File: config.mk
export PLATFORM = sky130hd
export DESIGN_NAME = track_point_time_interpolator
export DESIGN_NICKNAME = d
export VERILOG_FILES = /design/src/rtl/core/tpti_pkg.sv /design/src/rtl/core/tpti_ram.sv /design/src/rtl/core/tpti_div.sv /design/src/rtl/core/tpti_dpath.sv /design/src/rtl/core/tpti_ctrl.sv /design/src/rtl/core/track_point_time_interpolator.sv
export VERILOG_INCLUDE_DIRS = /design/src /design/src/rtl/core
export SDC_FILE = /design/constraint.sdc
export NUM_CORES = 2
export LEC_CHECK = 0
export CAP_MARGIN = 20
export CORE_MARGIN = 2
export CORE_UTILIZATION = 60
export CTS_BUF_LIST = sky130_fd_sc_hd__clkbuf_8
export DETAILED_ROUTE_END_ITERATION = 7
export DONT_BUFFER_PORTS = 1
export GPL_ROUTABILITY_DRIVEN = 0
export PLACE_DENSITY = 0.76
export SYNTH_ARGS = -nofsm -noshare
export SYNTH_HDL_FRONTEND = slang
export SYNTH_HIERARCHICAL = 1
export SYNTH_SLANG_ARGS = --single-unit
File: constraint.sdc
create_clock -name clk -period 10.5 [get_ports clk]
set_input_delay 2.1 -clock clk [delete_from_list [all_inputs] [get_ports clk]]
set_output_delay 2.1 -clock clk [all_outputs]
set_load 0.02 [all_outputs]
File: src/rtl/core/track_point_time_interpolator_defines.svh
// Assertion macros used by the track point interpolator datapath.
`ifndef TRACK_POINT_TIME_INTERPOLATOR_DEFINES_SVH
`define TRACK_POINT_TIME_INTERPOLATOR_DEFINES_SVH

// Check a property on every clock edge outside reset.
`define TPTI_ASSERT(lbl, prop, msg) \
	lbl: assert property (@(posedge clk) disable iff (!arst_n) prop) else $error(msg);

// Check that a condition implies a consequence in the same cycle.
`define TPTI_ASSERT_IMPL(lbl, ante, cons, msg) \
	lbl: assert property (@(posedge clk) disable iff (!arst_n) (ante) |-> (cons)) else $error(msg);

`endif

File: src/rtl/core/tpti_pkg.sv
package tpti_pkg;

	localparam logic [2:0] MODE_NONE = 3'd0;
	localparam logic [2:0] MODE_NN   = 3'd1;
	localparam logic [2:0] MODE_LIN  = 3'd2;
	localparam logic [2:0] MODE_REL  = 3'd3;
	localparam logic [2:0] MODE_ABS  = 3'd4;

	localparam logic CFG_MODE  = 1'b0;
	localparam logic CFG_LIMIT = 1'b1;

	localparam logic OP_APPEND = 1'b0;
	localparam logic OP_QUERY  = 1'b1;

	localparam logic DIV_FACTOR = 1'b0;
	localparam logic DIV_LIMIT  = 1'b1;

	localparam int NUM_W = 49;
	localparam int DEN_W = 32;
	localparam int Q_W   = 24;

	localparam logic [23:0] LIMIT_RST = 24'd65536;

	localparam logic signed [17:0] OUT_MIN = -18'sd65536;
	localparam logic signed [17:0] OUT_MAX = 18'sd131071;

	typedef struct packed {
		logic append;
		logic q_start;
		logic k_clr;
		logic k_inc;
		logic res_zero;
		logic ld_new;
		logic nn_init;
		logic nn_take;
		logic ld_prev;
		logic prep;
		logic div_start;
		logic div_sel;
		logic ld_f;
		logic lim_cfg;
		logic ld_lim;
		logic f_zero;
		logic clamp;
		logic mul_x;
		logic mul_y;
		logic app_x;
		logic app_y;
		logic out_load;
	} cmd_t;

	typedef struct packed {
		logic       cnt_zero;
		logic       cnt_lt2;
		logic [2:0] mode;
		logic       nn_stop;
		logic       nn_last;
		logic       dt_zero;
		logic       div_busy;
		logic       out_free;
	} sts_t;

endpackage

File: src/rtl/core/tpti_ram.sv
module tpti_ram #(
	parameter int WIDTH = 64,
	parameter int DEPTH = 16
) (
	input  logic                     clk,
	input  logic                     we,
	input  logic [$clog2(DEPTH)-1:0] waddr,
	input  logic [WIDTH-1:0]         wdata,
	input  logic [$clog2(DEPTH)-1:0] raddr,
	output logic [WIDTH-1:0]         rdata
);

	logic [WIDTH-1:0] mem_q [DEPTH];

	always_ff @(posedge clk) begin
		if (we) begin
			mem_q[waddr] <= wdata;
		end
		rdata <= mem_q[raddr];
	end

endmodule

File: src/rtl/core/tpti_div.sv
module tpti_div import tpti_pkg::*; (
	input  logic             clk,
	input  logic             arst_n,
	input  logic             start,
	input  logic [NUM_W-1:0] num,
	input  logic [DEN_W-1:0] den,
	output logic             busy,
	output logic [Q_W-1:0]   quo
);

	logic             busy_q;
	logic [4:0]       cnt_q;
	logic [DEN_W-1:0] rem_q;
	logic [DEN_W-1:0] den_q;
	logic [Q_W-1:0]   sh_q;
	logic             sat;
	logic [DEN_W:0]   trial;
	logic             take;

	// quotient of 2^24 or more saturates at once
	assign sat   = {{(DEN_W + Q_W - NUM_W){1'b0}}, num} >= {den, {Q_W{1'b0}}};
	assign trial = {rem_q, sh_q[Q_W-1]};
	assign take  = trial >= {1'b0, den_q};

	always_ff @(posedge clk or negedge arst_n) begin
		if (!arst_n) begin
			busy_q <= 1'b0;
			cnt_q  <= '0;
		end else if (start) begin
			busy_q <= !sat;
			cnt_q  <= '0;
		end else if (busy_q) begin
			cnt_q <= cnt_q + 5'd1;
			if (cnt_q == 5'(Q_W - 1)) begin
				busy_q <= 1'b0;
			end
		end
	end

	always_ff @(posedge clk) begin
		if (start) begin
			den_q <= den;
			if (sat) begin
				sh_q <= '1;
			end else begin
				rem_q <= DEN_W'(num[NUM_W-1:Q_W]);
				sh_q  <= num[Q_W-1:0];
			end
		end else if (busy_q) begin
			// shift one numerator bit into the remainder and one quotient bit into sh_q
			rem_q <= take ? DEN_W'(trial - {1'b0, den_q}) : trial[DEN_W-1:0];
			sh_q  <= {sh_q[Q_W-2:0], take};
		end
	end

	assign busy = busy_q;
	assign quo  = sh_q;

endmodule

File: src/rtl/core/tpti_dpath.sv
`include "track_point_time_interpolator_defines.svh"
module tpti_dpath import tpti_pkg::*; #(
	parameter int HIST_DEPTH = 16
) (
	input  logic        clk,
	input  logic        arst_n,
	input  cmd_t        cmd,
	output sts_t        sts,
	input  logic [63:0] s_tdata,
	input  logic        cfg_we,
	input  logic        cfg_index,
	input  logic [23:0] cfg_data,
	input  logic        m_tready,
	output logic        m_tvalid,
	output logic [39:0] m_tdata
);

	localparam int AW = $clog2(HIST_DEPTH);
	localparam int CW = $clog2(HIST_DEPTH + 1);
	localparam int SW = $clog2(2 * HIST_DEPTH);

	logic [2:0]  mode_q;
	logic [23:0] limit_q;
	logic [AW-1:0] head_q;
	logic [CW-1:0] cnt_q;
	logic [AW-1:0] k_q;
	logic [AW-1:0] k_d;
	logic [SW-1:0] slot;
	logic [AW-1:0] raddr;
	logic [63:0]   rdata;
	logic [31:0]   rd_t;
	logic [15:0]   rd_x;
	logic [15:0]   rd_y;
	logic [31:0]   d_now;

	logic [31:0] tq_q;
	logic [31:0] ct_q;
	logic [15:0] cx_q;
	logic [15:0] cy_q;
	logic [31:0] best_q;
	logic signed [17:0] res_x_q;
	logic signed [17:0] res_y_q;
	logic               res_v_q;
	logic signed [32:0] dt_q;
	logic signed [32:0] dq_q;
	logic signed [16:0] dx_q;
	logic signed [16:0] dy_q;
	logic [31:0] adt_q;
	logic [31:0] adq_q;
	logic        fneg_q;
	logic        dtneg_q;
	logic signed [25:0] f_q;
	logic signed [25:0] lim_q;
	logic signed [25:0] lo;
	logic signed [42:0] p_s1;
	logic [NUM_W-1:0] div_num;
	logic             div_busy;
	logic [Q_W-1:0]   div_quo;
	logic signed [25:0] q_ext;
	logic        m_tvalid_q;
	logic [39:0] m_tdata_q;

	function automatic logic signed [17:0] apply(input logic signed [42:0] p,
			input logic [15:0] cur);
		logic [42:0] ap;
		logic [26:0] mag;
		logic signed [28:0] r;
		logic signed [28:0] v;
		ap  = p[42] ? 43'(-p) : 43'(p);
		mag = 27'((ap + 43'd32768) >> 16);
		r   = $signed({2'b00, mag});
		v   = $signed({13'b0, cur}) + (p[42] ? -r : r);
		if (v < OUT_MIN) begin
			apply = OUT_MIN;
		end else if (v > OUT_MAX) begin
			apply = OUT_MAX;
		end else begin
			apply = v[17:0];
		end
	endfunction

	always_ff @(posedge clk or negedge arst_n) begin
		if (!arst_n) begin
			mode_q  <= MODE_NONE;
			limit_q <= LIMIT_RST;
		end else if (cfg_we) begin
			if (cfg_index == CFG_MODE) begin
				mode_q <= cfg_data[2:0];
			end else begin
				limit_q <= cfg_data;
			end
		end
	end

	always_ff @(posedge clk or negedge arst_n) begin
		if (!arst_n) begin
			head_q <= '0;
			cnt_q  <= '0;
			k_q    <= '0;
		end else begin
			k_q <= k_d;
			if (cmd.append) begin
				head_q <= (head_q == AW'(HIST_DEPTH - 1)) ? '0 : head_q + AW'(1);
				if (cnt_q < CW'(HIST_DEPTH)) begin
					cnt_q <= cnt_q + CW'(1);
				end
			end
		end
	end

	// address the entry k_d back from the newest; its data lands while k_q holds k_d
	always_comb begin
		k_d = k_q;
		if (cmd.k_clr) begin
			k_d = '0;
		end else if (cmd.k_inc) begin
			k_d = k_q + AW'(1);
		end
		slot = SW'(head_q) + SW'(HIST_DEPTH - 1) - SW'(k_d);
		if (slot >= SW'(HIST_DEPTH)) begin
			raddr = AW'(slot - SW'(HIST_DEPTH));
		end else begin
			raddr = AW'(slot);
		end
	end

	tpti_ram #(
		.WIDTH(64),
		.DEPTH(HIST_DEPTH)
	) u_hist (
		.clk  (clk),
		.we   (cmd.append),
		.waddr(head_q),
		.wdata(s_tdata),
		.raddr(raddr),
		.rdata(rdata)
	);

	assign rd_t  = rdata[31:0];
	assign rd_x  = rdata[47:32];
	assign rd_y  = rdata[63:48];
	assign d_now = (rd_t >= tq_q) ? rd_t - tq_q : tq_q - rd_t;

	assign div_num = (cmd.div_sel == DIV_LIMIT) ? NUM_W'({limit_q, 16'b0}) :
		{1'b0, adq_q, 16'b0} + NUM_W'(adt_q >> 1);

	tpti_div u_div (
		.clk   (clk),
		.arst_n(arst_n),
		.start (cmd.div_start),
		.num   (div_num),
		.den   (adt_q),
		.busy  (div_busy),
		.quo   (div_quo)
	);

	assign q_ext = $signed({2'b00, div_quo});
	assign lo    = -26'sd65536 - lim_q;

	always_ff @(posedge clk) begin
		if (cmd.q_start) begin
			tq_q <= s_tdata[31:0];
		end
		if (cmd.res_zero) begin
			res_x_q <= '0;
			res_y_q <= '0;
			res_v_q <= 1'b0;
		end
		if (cmd.ld_new) begin
			ct_q    <= rd_t;
			cx_q    <= rd_x;
			cy_q    <= rd_y;
			res_x_q <= $signed({2'b00, rd_x});
			res_y_q <= $signed({2'b00, rd_y});
			res_v_q <= 1'b1;
		end
		if (cmd.nn_init) begin
			best_q <= d_now;
		end
		if (cmd.nn_take) begin
			best_q  <= d_now;
			res_x_q <= $signed({2'b00, rd_x});
			res_y_q <= $signed({2'b00, rd_y});
		end
		if (cmd.ld_prev) begin
			dt_q <= $signed({1'b0, ct_q}) - $signed({1'b0, rd_t});
			dq_q <= $signed({1'b0, tq_q}) - $signed({1'b0, ct_q});
			dx_q <= $signed({1'b0, cx_q}) - $signed({1'b0, rd_x});
			dy_q <= $signed({1'b0, cy_q}) - $signed({1'b0, rd_y});
		end
		if (cmd.prep) begin
			adt_q   <= dt_q[32] ? 32'(-dt_q) : dt_q[31:0];
			adq_q   <= dq_q[32] ? 32'(-dq_q) : dq_q[31:0];
			dtneg_q <= dt_q[32];
			fneg_q  <= dq_q[32] ^ dt_q[32];
		end
		if (cmd.f_zero) begin
			f_q <= '0;
		end
		if (cmd.ld_f) begin
			f_q <= fneg_q ? -q_ext : q_ext;
		end
		if (cmd.lim_cfg) begin
			lim_q <= $signed({2'b00, limit_q});
		end
		if (cmd.ld_lim) begin
			lim_q <= dtneg_q ? -q_ext : q_ext;
		end
		if (cmd.clamp) begin
			if (f_q > 26'sd0) begin
				if (f_q > lim_q) begin
					f_q <= lim_q;
				end
			end else if (f_q < lo) begin
				f_q <= lo;
			end
		end
		if (cmd.mul_x) begin
			p_s1 <= f_q * dx_q;
		end
		if (cmd.mul_y) begin
			p_s1 <= f_q * dy_q;
		end
		if (cmd.app_x) begin
			res_x_q <= apply(p_s1, cx_q);
		end
		if (cmd.app_y) begin
			res_y_q <= apply(p_s1, cy_q);
		end
		if (cmd.out_load) begin
			m_tdata_q <= {3'b000, res_v_q, res_y_q, res_x_q};
		end
	end

	always_ff @(posedge clk or negedge arst_n) begin
		if (!arst_n) begin
			m_tvalid_q <= 1'b0;
		end else if (cmd.out_load) begin
			m_tvalid_q <= 1'b1;
		end else if (m_tready) begin
			m_tvalid_q <= 1'b0;
		end
	end

	assign m_tvalid = m_tvalid_q;
	assign m_tdata  = m_tdata_q;

	assign sts.cnt_zero = cnt_q == '0;
	assign sts.cnt_lt2  = cnt_q < CW'(2);
	assign sts.mode     = mode_q;
	assign sts.nn_stop  = d_now >= best_q;
	assign sts.nn_last  = (CW'(k_q) + CW'(1)) == cnt_q;
	assign sts.dt_zero  = dt_q == '0;
	assign sts.div_busy = div_busy;
	assign sts.out_free = !m_tvalid_q || m_tready;

	`TPTI_ASSERT_IMPL(a_load_free, cmd.out_load, !m_tvalid_q || m_tready, "result overwrites pending item")
	`TPTI_ASSERT(a_cnt_range, cnt_q <= CW'(HIST_DEPTH), "history count beyond depth")
	`TPTI_ASSERT_IMPL(a_k_stored, cmd.k_inc, (CW'(k_q) + CW'(1)) < cnt_q, "walk past oldest entry")
	`TPTI_ASSERT_IMPL(a_div_idle, cmd.div_start, !div_busy, "divider restarted while busy")

endmodule

File: src/rtl/core/tpti_ctrl.sv
module tpti_ctrl import tpti_pkg::*; (
	input  logic clk,
	input  logic arst_n,
	input  logic s_tvalid,
	input  logic s_tuser,
	output logic s_tready,
	input  sts_t sts,
	output cmd_t cmd
);

	localparam logic [3:0] S_IDLE = 4'd0;
	localparam logic [3:0] S_CHK  = 4'd1;
	localparam logic [3:0] S_RN   = 4'd2;
	localparam logic [3:0] S_NN   = 4'd3;
	localparam logic [3:0] S_RP   = 4'd4;
	localparam logic [3:0] S_PREP = 4'd5;
	localparam logic [3:0] S_DFS  = 4'd6;
	localparam logic [3:0] S_DFW  = 4'd7;
	localparam logic [3:0] S_DLS  = 4'd8;
	localparam logic [3:0] S_DLW  = 4'd9;
	localparam logic [3:0] S_CLP  = 4'd10;
	localparam logic [3:0] S_MX   = 4'd11;
	localparam logic [3:0] S_MY   = 4'd12;
	localparam logic [3:0] S_AY   = 4'd13;
	localparam logic [3:0] S_DONE = 4'd14;

	logic [3:0] state_q;
	logic [3:0] state_d;

	assign s_tready = state_q == S_IDLE;

	always_comb begin
		cmd     = '0;
		state_d = state_q;
		case (state_q)
			S_IDLE: begin
				if (s_tvalid) begin
					if (s_tuser == OP_QUERY) begin
						cmd.q_start = 1'b1;
						state_d     = S_CHK;
					end else begin
						cmd.append = 1'b1;
					end
				end
			end
			S_CHK: begin
				cmd.k_clr = 1'b1;
				if (sts.cnt_zero) begin
					cmd.res_zero = 1'b1;
					state_d      = S_DONE;
				end else begin
					state_d = S_RN;
				end
			end
			S_RN: begin
				cmd.ld_new = 1'b1;
				if (sts.cnt_lt2) begin
					state_d = S_DONE;
				end else begin
					case (sts.mode)
						MODE_NN: begin
							cmd.nn_init = 1'b1;
							cmd.k_inc   = 1'b1;
							state_d     = S_NN;
						end
						MODE_LIN, MODE_REL, MODE_ABS: begin
							cmd.k_inc = 1'b1;
							state_d   = S_RP;
						end
						default: state_d = S_DONE;
					endcase
				end
			end
			S_NN: begin
				// stop once the distance no longer shrinks or the oldest is reached
				if (sts.nn_stop) begin
					state_d = S_DONE;
				end else begin
					cmd.nn_take = 1'b1;
					if (sts.nn_last) begin
						state_d = S_DONE;
					end else begin
						cmd.k_inc = 1'b1;
					end
				end
			end
			S_RP: begin
				cmd.ld_prev = 1'b1;
				state_d     = S_PREP;
			end
			S_PREP: begin
				cmd.prep = 1'b1;
				if (sts.dt_zero) begin
					cmd.f_zero = 1'b1;
					state_d    = S_MX;
				end else begin
					state_d = S_DFS;
				end
			end
			S_DFS: begin
				cmd.div_start = 1'b1;
				cmd.div_sel   = DIV_FACTOR;
				state_d       = S_DFW;
			end
			S_DFW: begin
				if (!sts.div_busy) begin
					cmd.ld_f = 1'b1;
					if (sts.mode == MODE_ABS) begin
						state_d = S_DLS;
					end else if (sts.mode == MODE_REL) begin
						cmd.lim_cfg = 1'b1;
						state_d     = S_CLP;
					end else begin
						state_d = S_MX;
					end
				end
			end
			S_DLS: begin
				cmd.div_start = 1'b1;
				cmd.div_sel   = DIV_LIMIT;
				state_d       = S_DLW;
			end
			S_DLW: begin
				if (!sts.div_busy) begin
					cmd.ld_lim = 1'b1;
					state_d    = S_CLP;
				end
			end
			S_CLP: begin
				cmd.clamp = 1'b1;
				state_d   = S_MX;
			end
			S_MX: begin
				cmd.mul_x = 1'b1;
				state_d   = S_MY;
			end
			S_MY: begin
				cmd.app_x = 1'b1;
				cmd.mul_y = 1'b1;
				state_d   = S_AY;
			end
			S_AY: begin
				cmd.app_y = 1'b1;
				state_d   = S_DONE;
			end
			S_DONE: begin
				// hold until the output register is free
				if (sts.out_free) begin
					cmd.out_load = 1'b1;
					state_d      = S_IDLE;
				end
			end
			default: state_d = S_IDLE;
		endcase
	end

	always_ff @(posedge clk or negedge arst_n) begin
		if (!arst_n) begin
			state_q <= S_IDLE;
		end else begin
			state_q <= state_d;
		end
	end

endmodule

File: src/rtl/core/track_point_time_interpolator.sv
// Track point time interpolator.
// Input channel s_*: s_tuser selects the operation (0 append, 1 query);
// s_tdata carries the timestamp and, for appends, the Q12.4 position.
// An append is written to the history RAM as it is accepted; it gives
// no result. A query gives one item on m_*: the saturated position and a
// flag that the history held a sample.
// A query with an empty history, with one sample or in mode none ends without
// interpolation. Nearest neighbour walks back from the newest sample, one RAM
// read a cycle. The linear modes skip the divide when the two newest times
// are equal; else the radix-2 divider runs once for the factor and, in absolute
// limit mode, once more for the time limit; the relative limit mode takes its
// limit from the limit register.
// One query is in work at a time; s_tready is low until it is done.
// The output register holds a finished item while m_tready is low; the block
// then takes the next item and stalls only if a second result is ready.
// Reset empties the history, sets mode none and limit 1.0 in Q8.16; the RAM
// itself is not cleared. Configuration is written on cfg_we, index 0 mode,
// index 1 limit.
module track_point_time_interpolator import tpti_pkg::*; #(
	parameter int HIST_DEPTH = 16
) (
	input  logic        clk,
	input  logic        arst_n,
	input  logic        s_tvalid,
	output logic        s_tready,
	input  logic [63:0] s_tdata,  // sample_time[31:0], pos_x[47:32], pos_y[63:48]
	input  logic        s_tuser,  // op
	output logic        m_tvalid,
	input  logic        m_tready,
	output logic [39:0] m_tdata,  // out_x[17:0], out_y[35:18], out_valid[36], zero fill
	input  logic        cfg_we,
	input  logic        cfg_index,
	input  logic [23:0] cfg_data
);

	cmd_t cmd;
	sts_t sts;

	tpti_ctrl u_ctrl (
		.clk     (clk),
		.arst_n  (arst_n),
		.s_tvalid(s_tvalid),
		.s_tuser (s_tuser),
		.s_tready(s_tready),
		.sts     (sts),
		.cmd     (cmd)
	);

	tpti_dpath #(
		.HIST_DEPTH(HIST_DEPTH)
	) u_dpath (
		.clk      (clk),
		.arst_n   (arst_n),
		.cmd      (cmd),
		.sts      (sts),
		.s_tdata  (s_tdata),
		.cfg_we   (cfg_we),
		.cfg_index(cfg_index),
		.cfg_data (cfg_data),
		.m_tready (m_tready),
		.m_tvalid (m_tvalid),
		.m_tdata  (m_tdata)
	);

endmodule
## Word level (Yosys, flattened, before mapping)

Memory sizes are Yosys's and may differ from the RTL's. A register that Yosys moved wholly into a read port is not among the register bits.
Index checks and enable logic that the tools add are counted.

| storage, ports and cells | value |
|---|---|
| register bits after elaboration | 602 |
| bits in writable memories | 1,024 |
| bits of input ports | 95 |
| output and inout bits | 42 |
| memories kept | 1 |

Memory list:

| memory | depth | width | rd ports | clocked after Yosys merged registers in | wr ports | RTL line | source |
|---|---|---|---|---|---|---|---|
| u_dpath.u_hist.mem_q | 16 | 64 | 1 | 1 | 1 | tpti_ram.sv:13 | `logic [WIDTH-1:0] mem_q [DEPTH];` |

| cells by class | value |
|---|---|
| $add $sub $neg | 25 |
| $mul | 2 |
| $lt $le $gt $ge | 14 |
| eq/ne operators | 28 |
| mux-type cells | 99 |
| bitwise operators | 2 |
| reduce and logical (&&, ||, !) cells | 20 |

Operators by type and width:

| operator | number |
|---|---|
| $mux 32 | 9 |
| $mux 26 | 10 |
| $mux 18 | 11 |
| $mux 43 | 3 |
| $sub 32x32->32 | 3 |
| $mul 26x17->43 | 2 |
| $mux 24 | 3 |
| $sub 32x32->33 | 2 |
| $ge 32x32->1 | 2 |
| $neg 32->32 | 2 |
| $pmux 4 s15 | 1 |
| $add 17x29->29 | 2 |
| $gt 29x18->1 const B | 2 |
| $lt 29x17->1 const B | 2 |
| $ge 49x56->1 | 1 |
| $mux 4 | 14 |
| $add 48x31->49 | 1 |
| $mux 49 | 1 |
| $add 43x16->43 const B | 1 |
| $neg 43->43 | 1 |
| $mux 1 | 34 |
| $sub 16x16->17 | 2 |
| $ge 33x32->1 | 1 |
| $logic_not 33->1 | 1 |
| 45 further kinds | 79 |

## Longest topological paths before layout

| logic depth | value |
|---|---|
| word-level depth | 10 |
| gate-level depth with buffers | 49 |

## By module

The synthesis kept the hierarchy.

By module, submodules not included:

| module | instances | cells each | area each (um2) | seq. area each (um2) |
|---|---|---|---|---|
| tpti_dpath | 1 | 7,117 | 66,891.7 | 14,660.3 |
| tpti_ram | 1 | 1,647 | 39,581.7 | 32,030.7 |
| tpti_div | 1 | 686 | 6,567.5 | 2,792.7 |
| tpti_ctrl | 1 | 85 | 616.8 | 100.1 |

## Worst setup path before layout

Ideal clock, no wire load.

| path | value |
|---|---|
| path type | register to register |
| start point | reg u_dpath.tq_q[1] |
| end point | reg u_dpath.u_hist.rdata[10], read port of u_dpath.u_hist.mem_q |
| library setup time | 0.060 ns |
| arrival time | 9.011 ns |
| required time | 10.440 ns |
| path slack | 1.429 ns |
| cell stages (with the launch flop) | 48 |
| buffers on the path | 4 |
| clock period less this slack | 9.071 ns |
| path through | edfxtp_1 > inv_1 > fa_1 > a21o_1 > a21oi_1 > o21bai_1 > a21o_1 > a21o_1 > a21o_1 > a21oi_1 > o21ai_0 > o2111ai_1 > a31o_2 > nand3b_1 > a21o_1 > buf_1 > clkbuf_1 > mux2_2 > [... 12 more ...] > a21oi_1 > o21ai_0 > a31oi_1 > o21ai_0 > or3_4 > o21ai_0 > mux2i_1 > or2_2 > ha_1 > a21o_1 > a21oi_1 > xnor2_1 > xnor2_1 > nor2b_1 > clkbuf_1 > clkbuf_1 > a22oi_1 > nand2_1 |

RTL lines:

| what | RTL line | source |
|---|---|---|
| from (decl) | tpti_dpath.sv:36 | `logic [31:0] tq_q;` |
| from (signal assigned) | tpti_dpath.sv:162 | `tq_q <= s_tdata[31:0];` |
| to (decl) | tpti_ram.sv:10 | `output logic [WIDTH-1:0] rdata` |

==> results.tsv <==
metric	value	unit
Post-DP HPWL	205000	µm
Final setup viols	0	
Worst setup SP type	register	
Netlist cell types	123	
Tmin final	10.05	ns
Worst Setup End Kind	register	
Vias	76469	
FF-to-FF setup slack	0.45	ns
worst slew pin tran	1.12	ns
Site Rows	159	
later-pin clock latency in the skew report	1.07	ns
most frequent CP cell	a21o_1	
Iter 0 DRT Violations	8524	
Arr. time, crit path	10.95	ns
Most Crowded Layer GR	met2	
drt pass-1 iters	6	
first-pass GRT wire length	450000	µm
# IOs	137	
Routed WL per cell	23.9	µm
status	finished clean	
register area share after synthesis	0.436	
Worst path max stage delay	0.95	ns
Main synth FF type	edfxtp_1	
Worst Hold Class	reg -> reg	
EDFF count, synth	1548	
Port Buf Inserts	0	
Synth Register Bits	1690	
slowest CP cell	fa_4	
Clock Skew	0.116	ns
CTS HTree Levels	5	
Rel. slew slack	0.255	
Tcrit/Tclk final	0.957	
clock-pin slew on the worst setup and hold paths	0.06	ns
antenna viol nets, final	0	
grt met2 use	0.484	
Core ar.	188000	µm²
Inserted Clock Buffers	293	
mapped cell area	114000	µm²
Worst R2R End	u_dpath/u_hist/rdata[52]	
HP Start	u_dpath/res_x_q[7]	
Total Wirelength	293000	µm
initial antenna violation count	14	
CTS Buffer Depth	4	
Die H	439	µm
Layout Nets	11080	
clk sinks	1690	
worst r2r src	u_dpath/tq_q[1]	
crit path max fanout	78	
ys async rst share	0.0302	
Final Hold Viols	0	
GR Util met3	0.0584	
hold depth	0	
clock root buffer	clkbuf_8	
DIE AREA	193000	µm²
Initial Util	0.605	
largest net degree at the start of global routing	89	
Die W	439	µm
total gr overflow	0	
yosys warns	6	
gr usage total	0.305	
Vias/cell	6.23	
r2r worst-path depth	42	
Crit Path Category	reg -> reg	
vias in the first global route	78145	
CP required	11.40	ns
worst hold slack	0.418	ns
area delta synth->final	7.46	%
Max Slew Vio Count	0	
CTS tree	yes	
MaxCap Viol Count	0	
Synth Area per Inst	11.9	µm²
Worst Hold Path EP	u_dpath/m_tdata[7]	
dpl cell area	116000	µm²
DRC Markers	0	
fmax	0.0995	GHz
met1 usage	0.407	
post-route cell area	122000	µm²
layout cells sized above 1	0.101	
Mapped Cells	9535	
[logic make-up after synthesis]
logic type / share of synthesized area
AOI/OAI and AO/OA: 0.0904
adders and majority gates: 0.217
buffers and inverters: 0.0580
muxes: 0.0584
xor gates and xnor gates: 0.0366
other: 0.0000330
and+or+nand+nor: 0.104
DFF: 0.436
[final cells by class]
type                       instances  area [µm²]
sequential                      1690       49600
clock inverter                   189        1070
antenna                           16        40.0
timing repair buffer             159        1580
multi-input combinational       6187       57700
inverter                        1211        4550
clock buffer                     324        4460
fill                           13541       65900
tap                             2495        3120
[sequential cells by signal (all words and copies together) (netlist names), 17 cells and up]
| register | flops |
|---|---|
| u_dpath/u_hist/mem_q | 1024 |
| u_dpath/u_hist/rdata | 64 |
| u_dpath/p_s1 | 43 |
| u_dpath/m_tdata | 37 |
| u_dpath/dq_q | 33 |
| u_dpath/dt_q | 33 |
| u_dpath/adq_q | 32 |
| u_dpath/adt_q | 32 |
| u_dpath/best_q | 32 |
| u_dpath/ct_q | 32 |
| u_dpath/tq_q | 32 |
| u_dpath/u_div/den_q | 32 |
| u_dpath/u_div/rem_q | 32 |
| u_dpath/f_q | 26 |
| u_dpath/lim_q | 26 |
| u_dpath/limit_q | 24 |
| u_dpath/u_div/quo | 24 |
| u_dpath/res_x_q | 18 |
| u_dpath/res_y_q | 18 |
| u_dpath/dx_q | 17 |
| u_dpath/dy_q | 17 |
[layout by cell type (no fill, tap or decap), types with 45 or more instances in the layout]
cell	instances
a21o_1	158
a21oi_1	378
a22oi_1	150
a31oi_1	90
and2_1	347
and3_1	45
buf_4	132
clkbuf_8	324
dfrtp_1	50
dfxtp_1	91
edfxtp_1	1548
fa_1	872
ha_1	569
inv_1	1306
mux2_2	45
mux4_2	256
nand2_1	957
nand2b_1	105
nand3_1	91
nand4_1	58
nor2_1	329
nor2b_1	85
nor3_1	86
o21a_1	51
o21ai_0	273
o31ai_1	55
or3_1	68
xnor2_1	321
xor2_1	148
[cell usage after synthesis (256+ instances only)]
| library cell | count | area share |
|---|---|---|
| fa_1 | 873 | 0.15 |
| mux4_2 | 256 | 0.051 |
| xnor2_1 | 322 | 0.025 |
| clkbuf_1 | 344 | 0.011 |
| a21oi_1 | 378 | 0.017 |
| ha_1 | 570 | 0.063 |
| and2_1 | 348 | 0.019 |
| nand2_1 | 957 | 0.032 |
| o21ai_0 | 273 | 0.012 |
| edfxtp_1 | 1548 | 0.41 |
| inv_1 | 1210 | 0.040 |
| nor2_1 | 345 | 0.011 |
[through the flow]
step                std cells  utilization  setup WS (ns)  TNS [ns]
detailed placement      11723        0.618          0.230         0
floorplan                9537            -           1.43         0
global placement        11723        0.618          0.544         0
finish                  12271        0.650          0.451         0
global route            12266        0.650        -0.0315   -0.0621
CTS                     12236        0.647          0.141         0
[repair_timing]
action | CTS | global route
buffers inserted | 0 | 6
hold buffers | 0 | 0
resized for setup | 0 | 13
endpoints found under the setup margin | 0 | 64
[worst max-delay path, delay by kind of cell, from the launching register on]
family          cells  cell delay, ns
compound gates     28            5.18
mux                 2            0.74
fa+ha+maj           4            1.87
flops               1            0.45
buf+inv             3            0.67
xor+xnor            1            0.15
simple gates        4            0.72
[metal layers]
metal / wire length, µm / part of all wire
met5: 25 / 0.000085
met4: 15100 / 0.051
met3: 28700 / 0.098
met2: 137000 / 0.47
met1: 112000 / 0.38
[worst max-delay path by stage]
stage / from / endpoint / cells after the start
CTS: u_dpath/tq_q[1] / u_dpath/u_hist/rdata[44] / 45
global route: u_dpath/tq_q[1] / u_dpath/u_hist/rdata[21] / 43
floorplan: u_dpath/tq_q[1] / u_dpath/u_hist/rdata[10] / 47
global placement: u_dpath/u_hist/rdata[0] / u_dpath/u_hist/rdata[37] / 47
finish: u_dpath/tq_q[1] / u_dpath/u_hist/rdata[52] / 42
detailed placement: u_dpath/tq_q[1] / u_dpath/u_hist/rdata[44] / 45
Power is not shown: default switching activity piles up to over one toggle a cycle in this logic, so the estimate is an artifact.
